### src/rtl/wfac_pkg.sv
// Shared types, constants and register map of the frame airtime calculator.
package wfac_pkg;

  localparam int NUM_W = 29;
  localparam int DEN_W = 20;
  localparam int OFS_W = 11;
  localparam int SYM_W = 4;
  localparam int AIR_W = 16;
  localparam int BPS_W = 14;
  localparam int ADDR_W = 5;

  localparam logic [18:0] RECIP_1000 = 19'd268435;
  localparam int RECIP_SHIFT = 28;
  localparam logic [12:0] BITS_KBPS = 13'd8000;
  localparam logic [AIR_W-1:0] AIR_MAX = '1;

  localparam logic [2:0] REG_CCK_SIFS = 3'd0;
  localparam logic [2:0] REG_CCK_PRE = 3'd1;
  localparam logic [2:0] REG_CCK_PLCP = 3'd2;
  localparam logic [2:0] REG_OFDM_SIFS = 3'd3;
  localparam logic [2:0] REG_OFDM_PRE = 3'd4;
  localparam logic [2:0] REG_OFDM_PLCP = 3'd5;
  localparam logic [2:0] REG_OFDM_SYM = 3'd6;

  localparam logic [1:0] PHY_CCK = 2'd0;
  localparam logic [1:0] PHY_OFDM = 2'd1;

  typedef enum logic [1:0] {
    CLS_NONE,
    CLS_CCK,
    CLS_OFDM
  } cls_t;

  typedef struct packed {
    logic [7:0] cck_sifs;
    logic [9:0] cck_pre;
    logic [7:0] cck_plcp;
    logic [7:0] ofdm_sifs;
    logic [7:0] ofdm_pre;
    logic [7:0] ofdm_plcp;
    logic [SYM_W-1:0] ofdm_sym;
  } cfg_t;

  typedef struct packed {
    logic [NUM_W-1:0] num;
    logic [DEN_W-1:0] den;
    logic [OFS_W-1:0] ofs;
    logic [SYM_W-1:0] mul;
    logic zero;
    logic err;
  } job_t;

endpackage

### src/rtl/wfac_front.sv
// Front end: accept requests, classify them and prepare divider operands.
module wfac_front (
  input  logic clk,
  input  logic rst,
  input  wfac_pkg::cfg_t cfg,
  input  logic start,
  input  logic [1:0] phy_kind,
  input  logic [19:0] rate_kbps,
  input  logic [15:0] frame_len,
  input  logic short_preamble_req,
  input  logic rate_allows_short,
  output logic push,
  output wfac_pkg::job_t job
);
  import wfac_pkg::*;

  logic v1, v2;
  cls_t cls1, cls2;
  logic [NUM_W-1:0] lenx1, lenx2;
  logic [DEN_W-1:0] kbps1, kbps2;
  logic [19:0] bits1, bits2;
  logic [OFS_W-1:0] ofs1, ofs2;
  logic [23:0] x1, x2;
  logic [BPS_W-1:0] q2;
  logic [10:0] phy_sum;
  logic [42:0] prod;
  logic [23:0] qk, rem;
  logic [BPS_W-1:0] bps;
  cls_t cls_next;

  always_comb begin
    phy_sum = 11'(cfg.cck_pre) + 11'(cfg.cck_plcp);
    if (short_preamble_req && rate_allows_short) begin
      phy_sum = phy_sum >> 1;
    end
    if (rate_kbps == '0) begin
      cls_next = CLS_NONE;
    end else if (phy_kind == PHY_CCK) begin
      cls_next = CLS_CCK;
    end else if (phy_kind == PHY_OFDM) begin
      cls_next = CLS_OFDM;
    end else begin
      cls_next = CLS_NONE;
    end
  end

  always_ff @(posedge clk) begin
    if (rst) begin
      v1 <= 1'b0;
      v2 <= 1'b0;
    end else begin
      v1 <= start;
      v2 <= v1;
    end
  end

  always_ff @(posedge clk) begin
    cls1 <= cls_next;
    kbps1 <= rate_kbps;
    lenx1 <= NUM_W'(frame_len) * NUM_W'(BITS_KBPS);
    bits1 <= 20'(frame_len) * 20'd8 + 20'(cfg.ofdm_plcp);
    x1 <= 24'(rate_kbps) * 24'(cfg.ofdm_sym);
    if (cls_next == CLS_CCK) begin
      ofs1 <= OFS_W'(cfg.cck_sifs) + phy_sum;
    end else begin
      ofs1 <= OFS_W'(cfg.ofdm_sifs) + OFS_W'(cfg.ofdm_pre);
    end
    cls2 <= cls1;
    kbps2 <= kbps1;
    lenx2 <= lenx1;
    bits2 <= bits1;
    ofs2 <= ofs1;
    x2 <= x1;
    q2 <= prod[RECIP_SHIFT +: BPS_W];
  end

  assign prod = 43'(x1) * 43'(RECIP_1000);

  always_comb begin
    qk = 24'(q2) * 24'd1000;
    rem = x2 - qk;
    bps = (rem >= 24'd1000) ? q2 + 1'b1 : q2;
  end

  always_ff @(posedge clk) begin
    if (rst) begin
      push <= 1'b0;
    end else begin
      push <= v2;
    end
  end

  always_ff @(posedge clk) begin
    job.ofs <= ofs2;
    job.zero <= 1'b0;
    job.err <= 1'b0;
    case (cls2)
      CLS_CCK: begin
        job.num <= lenx2;
        job.den <= kbps2;
        job.mul <= SYM_W'(1);
      end
      CLS_OFDM: begin
        job.mul <= cfg.ofdm_sym;
        if (bps == '0) begin
          job.num <= '0;
          job.den <= DEN_W'(1);
          job.zero <= 1'b1;
          job.err <= 1'b1;
        end else begin
          job.num <= NUM_W'(bits2) + NUM_W'(bps) - NUM_W'(1);
          job.den <= DEN_W'(bps);
        end
      end
      default: begin
        job.num <= '0;
        job.den <= DEN_W'(1);
        job.mul <= '0;
        job.zero <= 1'b1;
      end
    endcase
  end

endmodule

### src/rtl/wfac_queue.sv
// Two-entry request queue between front end and back end.
module wfac_queue (
  input  logic clk,
  input  logic rst,
  input  logic push,
  input  wfac_pkg::job_t din,
  input  logic pop_rdy,
  output logic out_vld,
  output wfac_pkg::job_t dout,
  output logic full
);
  import wfac_pkg::*;

  job_t ent [2];
  logic wr_ptr, rd_ptr;
  logic [1:0] count;
  logic pop;

  assign out_vld = (count != 2'd0);
  assign full = (count == 2'd2);
  assign pop = out_vld && pop_rdy;
  assign dout = ent[rd_ptr];

  always_ff @(posedge clk) begin
    if (rst) begin
      wr_ptr <= 1'b0;
      rd_ptr <= 1'b0;
      count <= 2'd0;
    end else begin
      if (push) begin
        wr_ptr <= ~wr_ptr;
      end
      if (pop) begin
        rd_ptr <= ~rd_ptr;
      end
      count <= count + 2'(push) - 2'(pop);
    end
  end

  always_ff @(posedge clk) begin
    if (push) begin
      ent[wr_ptr] <= din;
    end
  end

  assert property (@(posedge clk) disable iff (rst) !(full && push && !pop))
    else $error("queue overflow");

  assert property (@(posedge clk) disable iff (rst) count <= 2'd2)
    else $error("queue count out of range");

  assert property (@(posedge clk) disable iff (rst) (push && !pop) |=> out_vld)
    else $error("pushed request not visible");

endmodule

### src/rtl/wfac_back.sv
// Back end: pipelined divider, symbol scaling and saturating sum.
module wfac_back (
  input  logic clk,
  input  logic rst,
  input  logic in_vld,
  input  wfac_pkg::job_t job,
  output logic rdy,
  output logic done,
  output logic [15:0] airtime_us,
  output logic rate_error
);
  import wfac_pkg::*;

  typedef struct packed {
    logic vld;
    logic [NUM_W-1:0] num;
    logic [DEN_W-1:0] den;
    logic [DEN_W-1:0] rem;
    logic [NUM_W-1:0] quo;
    logic [OFS_W-1:0] ofs;
    logic [SYM_W-1:0] mul;
    logic zero;
    logic err;
  } stg_t;

  stg_t stg [NUM_W+1];
  logic a_vld, a_zero, a_err;
  logic [NUM_W+SYM_W-1:0] a_prod;
  logic [OFS_W-1:0] a_ofs;
  logic [NUM_W+SYM_W:0] sum;

  assign rdy = 1'b1;

  always_comb begin
    stg[0].vld = in_vld;
    stg[0].num = job.num;
    stg[0].den = job.den;
    stg[0].rem = '0;
    stg[0].quo = '0;
    stg[0].ofs = job.ofs;
    stg[0].mul = job.mul;
    stg[0].zero = job.zero;
    stg[0].err = job.err;
  end

  for (genvar s = 1; s <= NUM_W; s++) begin : g_div
    logic [DEN_W:0] trial;
    logic ge;
    assign trial = {stg[s-1].rem, stg[s-1].num[NUM_W-1]};
    assign ge = (trial >= {1'b0, stg[s-1].den});

    always_ff @(posedge clk) begin
      if (rst) begin
        stg[s].vld <= 1'b0;
      end else begin
        stg[s].vld <= stg[s-1].vld;
      end
      stg[s].num <= stg[s-1].num << 1;
      stg[s].den <= stg[s-1].den;
      stg[s].rem <= ge ? DEN_W'(trial - {1'b0, stg[s-1].den}) : trial[DEN_W-1:0];
      stg[s].quo <= {stg[s-1].quo[NUM_W-2:0], ge};
      stg[s].ofs <= stg[s-1].ofs;
      stg[s].mul <= stg[s-1].mul;
      stg[s].zero <= stg[s-1].zero;
      stg[s].err <= stg[s-1].err;
    end
  end

  always_ff @(posedge clk) begin
    if (rst) begin
      a_vld <= 1'b0;
      done <= 1'b0;
    end else begin
      a_vld <= stg[NUM_W].vld;
      done <= a_vld;
    end
  end

  always_ff @(posedge clk) begin
    a_prod <= (NUM_W+SYM_W)'(stg[NUM_W].quo) * (NUM_W+SYM_W)'(stg[NUM_W].mul);
    a_ofs <= stg[NUM_W].ofs;
    a_zero <= stg[NUM_W].zero;
    a_err <= stg[NUM_W].err;
  end

  assign sum = (NUM_W+SYM_W+1)'(a_prod) + (NUM_W+SYM_W+1)'(a_ofs);

  always_ff @(posedge clk) begin
    rate_error <= a_err;
    if (a_zero) begin
      airtime_us <= '0;
    end else if (sum > (NUM_W+SYM_W+1)'(AIR_MAX)) begin
      airtime_us <= AIR_MAX;
    end else begin
      airtime_us <= sum[AIR_W-1:0];
    end
  end

  assert property (@(posedge clk) disable iff (rst)
    stg[NUM_W].vld |-> (stg[NUM_W].rem < stg[NUM_W].den))
    else $error("divider remainder not below divisor");

  assert property (@(posedge clk) disable iff (rst)
    done && rate_error |-> airtime_us == '0)
    else $error("rate error with nonzero airtime");

  assert property (@(posedge clk) disable iff (rst)
    stg[NUM_W].vld |-> stg[NUM_W].den != '0)
    else $error("zero divisor reached divider output");

endmodule

### src/rtl/wlan_frame_airtime_calc.sv
// Top level of the 802.11 frame airtime calculator.
//
// Requests enter on start with phy_kind, rate_kbps, frame_len,
// short_preamble_req and rate_allows_short; busy never rises in normal use,
// so one request may be taken every clock cycle.
// Each request yields exactly one result: done pulses for one cycle with
// airtime_us (saturated at 65535) and rate_error. Results leave in request
// order.
// From start to done a request passes three front-end stages, one queue
// stage, a 29-stage restoring divider (one quotient bit per stage),
// a symbol scaling stage and a saturating add stage.
// Throughput is one request per cycle.
// Timing constants sit in seven APB registers at byte offsets 0 to 24;
// write them only while no request is in flight.
// Reset (synchronous, active high) restores the default timing values and
// empties the pipeline. The receiver cannot stall; done is never held.
module wlan_frame_airtime_calc (
  input  logic clk,
  input  logic rst,
  input  logic psel,
  input  logic penable,
  input  logic pwrite,
  input  logic [4:0] paddr,
  input  logic [31:0] pwdata,
  output logic [31:0] prdata,
  output logic pready,
  input  logic start,
  output logic busy,
  input  logic [1:0] phy_kind,
  input  logic [19:0] rate_kbps,
  input  logic [15:0] frame_len,
  input  logic short_preamble_req,
  input  logic rate_allows_short,
  output logic done,
  output logic [15:0] airtime_us,
  output logic rate_error
);
  import wfac_pkg::*;

  cfg_t cfg;
  logic [2:0] idx;
  logic wr_en, push, q_vld, q_full, back_rdy;
  job_t f_job, q_job;

  assign pready = 1'b1;
  assign idx = paddr[4:2];
  assign wr_en = psel && penable && pwrite && pready;

  always_ff @(posedge clk) begin
    if (rst) begin
      cfg.cck_sifs <= 8'd10;
      cfg.cck_pre <= 10'd144;
      cfg.cck_plcp <= 8'd48;
      cfg.ofdm_sifs <= 8'd16;
      cfg.ofdm_pre <= 8'd20;
      cfg.ofdm_plcp <= 8'd22;
      cfg.ofdm_sym <= 4'd4;
    end else if (wr_en) begin
      case (idx)
        REG_CCK_SIFS: cfg.cck_sifs <= pwdata[7:0];
        REG_CCK_PRE: cfg.cck_pre <= pwdata[9:0];
        REG_CCK_PLCP: cfg.cck_plcp <= pwdata[7:0];
        REG_OFDM_SIFS: cfg.ofdm_sifs <= pwdata[7:0];
        REG_OFDM_PRE: cfg.ofdm_pre <= pwdata[7:0];
        REG_OFDM_PLCP: cfg.ofdm_plcp <= pwdata[7:0];
        REG_OFDM_SYM: cfg.ofdm_sym <= pwdata[3:0];
        default: begin
        end
      endcase
    end
  end

  always_comb begin
    case (idx)
      REG_CCK_SIFS: prdata = 32'(cfg.cck_sifs);
      REG_CCK_PRE: prdata = 32'(cfg.cck_pre);
      REG_CCK_PLCP: prdata = 32'(cfg.cck_plcp);
      REG_OFDM_SIFS: prdata = 32'(cfg.ofdm_sifs);
      REG_OFDM_PRE: prdata = 32'(cfg.ofdm_pre);
      REG_OFDM_PLCP: prdata = 32'(cfg.ofdm_plcp);
      REG_OFDM_SYM: prdata = 32'(cfg.ofdm_sym);
      default: prdata = '0;
    endcase
  end

  assign busy = q_full;

  wfac_front u_front (
    .clk(clk),
    .rst(rst),
    .cfg(cfg),
    .start(start && !busy),
    .phy_kind(phy_kind),
    .rate_kbps(rate_kbps),
    .frame_len(frame_len),
    .short_preamble_req(short_preamble_req),
    .rate_allows_short(rate_allows_short),
    .push(push),
    .job(f_job)
  );

  wfac_queue u_queue (
    .clk(clk),
    .rst(rst),
    .push(push),
    .din(f_job),
    .pop_rdy(back_rdy),
    .out_vld(q_vld),
    .dout(q_job),
    .full(q_full)
  );

  wfac_back u_back (
    .clk(clk),
    .rst(rst),
    .in_vld(q_vld),
    .job(q_job),
    .rdy(back_rdy),
    .done(done),
    .airtime_us(airtime_us),
    .rate_error(rate_error)
  );

endmodule
### config.mk
export PLATFORM = sky130hd
export DESIGN_NAME = wlan_frame_airtime_calc
export DESIGN_NICKNAME = d
export VERILOG_FILES = /design/src/rtl/wfac_pkg.sv /design/src/rtl/wfac_front.sv /design/src/rtl/wfac_queue.sv /design/src/rtl/wfac_back.sv /design/src/rtl/wlan_frame_airtime_calc.sv
export SDC_FILE = /design/constraint.sdc
export NUM_CORES = 2
export LEC_CHECK = 0
export BUFFER_PORTS_ARGS = -buffer_cell sky130_fd_sc_hd__buf_4
export CAP_MARGIN = 5
export CORE_ASPECT_RATIO = 1.25
export CORE_MARGIN = 4
export CORE_UTILIZATION = 51
export DETAILED_ROUTE_END_ITERATION = 8
export PLACE_DENSITY = 0.68
export SETUP_SLACK_MARGIN = 0.15
export SYNTH_ARGS = -nofsm -noshare
export SYNTH_HDL_FRONTEND = slang
export SYNTH_SLANG_ARGS = --single-unit
### constraint.sdc
create_clock -name clk -period 10.2 [get_ports clk]
set_clock_uncertainty 0.1 [all_clocks]
set_input_delay 2.04 -clock clk [delete_from_list [all_inputs] [get_ports clk]]
set_output_delay 2.04 -clock clk [all_outputs]
set_load 0.01 [all_outputs]
==> results.sh <==
export IMPL_fmax_ghz=0.103
export IMPL_drt_pass1_iter_count=8
export IMPL_synth_commonest_cells="dfxtp_1 (2887), inv_1 (1216), ha_1 (972)"
export IMPL_fin_nets=12651
export IMPL_cpMaxStageDelayCell="fa_1"
export IMPL_cp_max_fo=6
export IMPL_cts_buffers=292
export IMPL_worstSetupEndpointType="flip-flop"
export IMPL_synth_flop_cell="dfxtp_1"
export IMPL_tritoncts="yes"
export IMPL_start_util=0.512
export IMPL_whs_endpoint="u_back.stg[1425]$_DFF_P_"
export IMPL_cp_arrival_ns=10.34
export IMPL_synth_distinct_cells=95
export IMPL_h_tree_depth=5
export IMPL_hold_slack_ns=0.196
export IMPL_whs_path_depth=0
export IMPL_synth_edf_count=132
export IMPL_clock_path_buffers=4
export IMPL_synth_most_common_cell="dfxtp_1"
export IMPL_core_area_um2=230000
export IMPL_wl_per_cell_um=16.9
export IMPL_rsz0062_at_grt="yes"
export IMPL_outcome="finished clean"
export IMPL_hp_class="flip-flop to flip-flop"
export IMPL_routed_wl_um=246000
export IMPL_layout_drive_gt1_share=0.113
export IMPL_die_x_um=438
export IMPL_timing_final_max_slew_violations=0
export IMPL_period_share=0.949
export IMPL_clock_sinks=3019
export IMPL_clockRootBuffer="clkbuf_16"
export IMPL_area_growth_pct=13.8
export IMPL_io_pins=135
export IMPL_ys_seq_elements=3019
export IMPL_grt_max_degree=94
export IMPL_async_reset_ff_frac=0
export IMPL_setup_slack_ns=0.523
export IMPL_yosys_warnings=0
export IMPL_grt_use_total=0.203
export IMPL_max_stage_delay_ns=0.53
export IMPL_drtIter0Drc=4107
export IMPL_final_setup_tns_ns=0
export IMPL_synth_top_area_frac=0.489
export IMPL_grt_overflow=0
export IMPL_rr_startpoint="u_front.q2[2]$_DFF_P_"
export IMPL_synth_area_leader_cell="dfxtp_1"
export IMPL_r2r_end="u_front.job[54]$_DFF_P_"
export IMPL_gp_congestion=0.890
export IMPL_synth_avg_cell_area_um2=10.9
export IMPL_vias=75303
export IMPL_required_ns=10.86
export IMPL_synth_area_leaders="dfxtp_1 (49%), ha_1 (10%), fa_1 (5.3%)"
export IMPL_dpl_hpwl_um=189000
export IMPL_drc=0
export IMPL_ant_nets=0
export IMPL_holdCritStartpoint="u_back.stg[1540]$_DFF_P_"
export IMPL_cp_start_kind="flip-flop"
export IMPL_fp_dieArea_um2=239000
export IMPL_vias_per_cell=5.16
export IMPL_maxSlewHeadroom=0.155
export IMPL_dieHeight_um=546
export IMPL_worst_r2r_path_depth=45
export IMPL_yosysSeqAreaShare=0.523
export IMPL_min_period_ns=9.68
export IMPL_crit_type="flip-flop to flip-flop"
export IMPL_hold_violations=0
export IMPL_netlist_instances=10829
export IMPL_tightest_slew_ns=1.26
export IMPL_setup_violations=0
export IMPL_place_ws_ns=-0.684
export IMPL_grt_pass1_wl_um=397000
export IMPL_rrSetupSlack_ns=0.52
export IMPL_antenna_found_initial=11
export IMPL_cts_clk_slew_worst_paths_ns=0.06
export IMPL_synth_cell_area_um2=118000
export IMPL_drv_cap=0
export IMPL_grt_pass1_vias=77142
export IMPL_portBuffers=87
export IMPL_rows=197
export IMPL_worstSkewPairLatency_ns=0.84
==> flip-flops by register name, indices dropped and copies added (netlist names), 23 cells and up, named ones only <==
name / count
u_front.x1: 24
u_back.a_prod: 33
u_queue.ent: 132
u_front.job: 66
cfg: 54
u_back.g_div.trial: 588
u_front.lenx1: 23
u_back.stg: 1895
u_front.lenx2: 23
==> worst max path at each step <==
stage                                startpoint                 endpoint
after floorplan           u_front.q2[2]$_DFF_P_  u_front.job[64]$_DFF_P_
after global placement    u_front.q2[2]$_DFF_P_  u_front.job[64]$_DFF_P_
after detailed placement  u_front.q2[2]$_DFF_P_  u_front.job[61]$_DFF_P_
after CTS                 u_front.q2[2]$_DFF_P_  u_front.job[54]$_DFF_P_
after global routing      u_front.q2[2]$_DFF_P_  u_front.job[56]$_DFF_P_
final                     u_front.q2[2]$_DFF_P_  u_front.job[54]$_DFF_P_
==> cell families (layout without fill, tap and decap cells) <==
| group | after synthesis | after routing | synth area share |
|---|---|---|---|
| compound gates | 1814 | 1814 | 0.0981 |
| xor+xnor | 554 | 554 | 0.0411 |
| fa+ha+maj | 1286 | 1286 | 0.156 |
| buf+inv | 1403 | 2064 | 0.0455 |
| flops | 3019 | 3019 | 0.523 |
| mux | 422 | 422 | 0.0393 |
| other cells | 2 | 27 | 0.0000636 |
| simple gates | 2329 | 2329 | 0.0966 |
==> placed cells by master (no fill, tap or decap), types with 132 or more instances in the layout <==
cell type  count
nand2_1      633
o21ai_0      400
dfxtp_1     2881
nor3_1       195
a21o_1       170
xnor2_1      367
ha_1         959
xor2_1       175
nor2_1       542
inv_1       1210
a21oi_1      512
nor2b_1      154
nand3_1      139
buf_4        310
fa_1         313
clkbuf_16    295
mux2_2       312
edfxtp_1     132
==> final cells by class <==
cell class,count,area [um^2]
timing repair buffer,324,2510
clock inverter,123,1650
tap,3084,3860
fill,19257,96100
multi-input combinational,6428,51700
antenna,4,10.0
sequential,3019,61800
inverter,1217,4570
clock buffer,400,8230
==> worst max-delay path: cells and delay by family, from the launching register on <==
family	cells	cell delay [ns]
AOI/OAI and AO/OA	16	2.43
adders and majority gates	7	2.65
buffers and inverters	8	1.02
and+or+nand+nor	11	2.50
DFF	1	0.35
xor gates and xnor gates	3	0.51
==> layer usage <==
metal	share of wire	wire, um	global-route usage
met5	0	0	0
met1	0.42	103000	0.247
met2	0.50	124000	0.365
met3	0.043	10600	0.0290
met4	0.036	8760	0.0730
==> repair_timing <==
item,in CTS,in global routing
pin swaps,40,58
resized for setup,69,79
endpoints found under the setup margin,20,19
setup buffers,9,14
hold buffers,0,0
==> metrics by stage <==
stage | util | area, um^2 | cells
global route | 0.583 | 134000 | 14598
floorplan | - | 118000 | 10850
finish | 0.583 | 134000 | 14599
global placement | 0.536 | 124000 | 14048
detailed placement | 0.536 | 124000 | 14048
CTS | 0.581 | 134000 | 14580
Power is left out: the tool's default activity adds up to more than one toggle a clock period on the data nets, which glitch-free logic cannot reach.
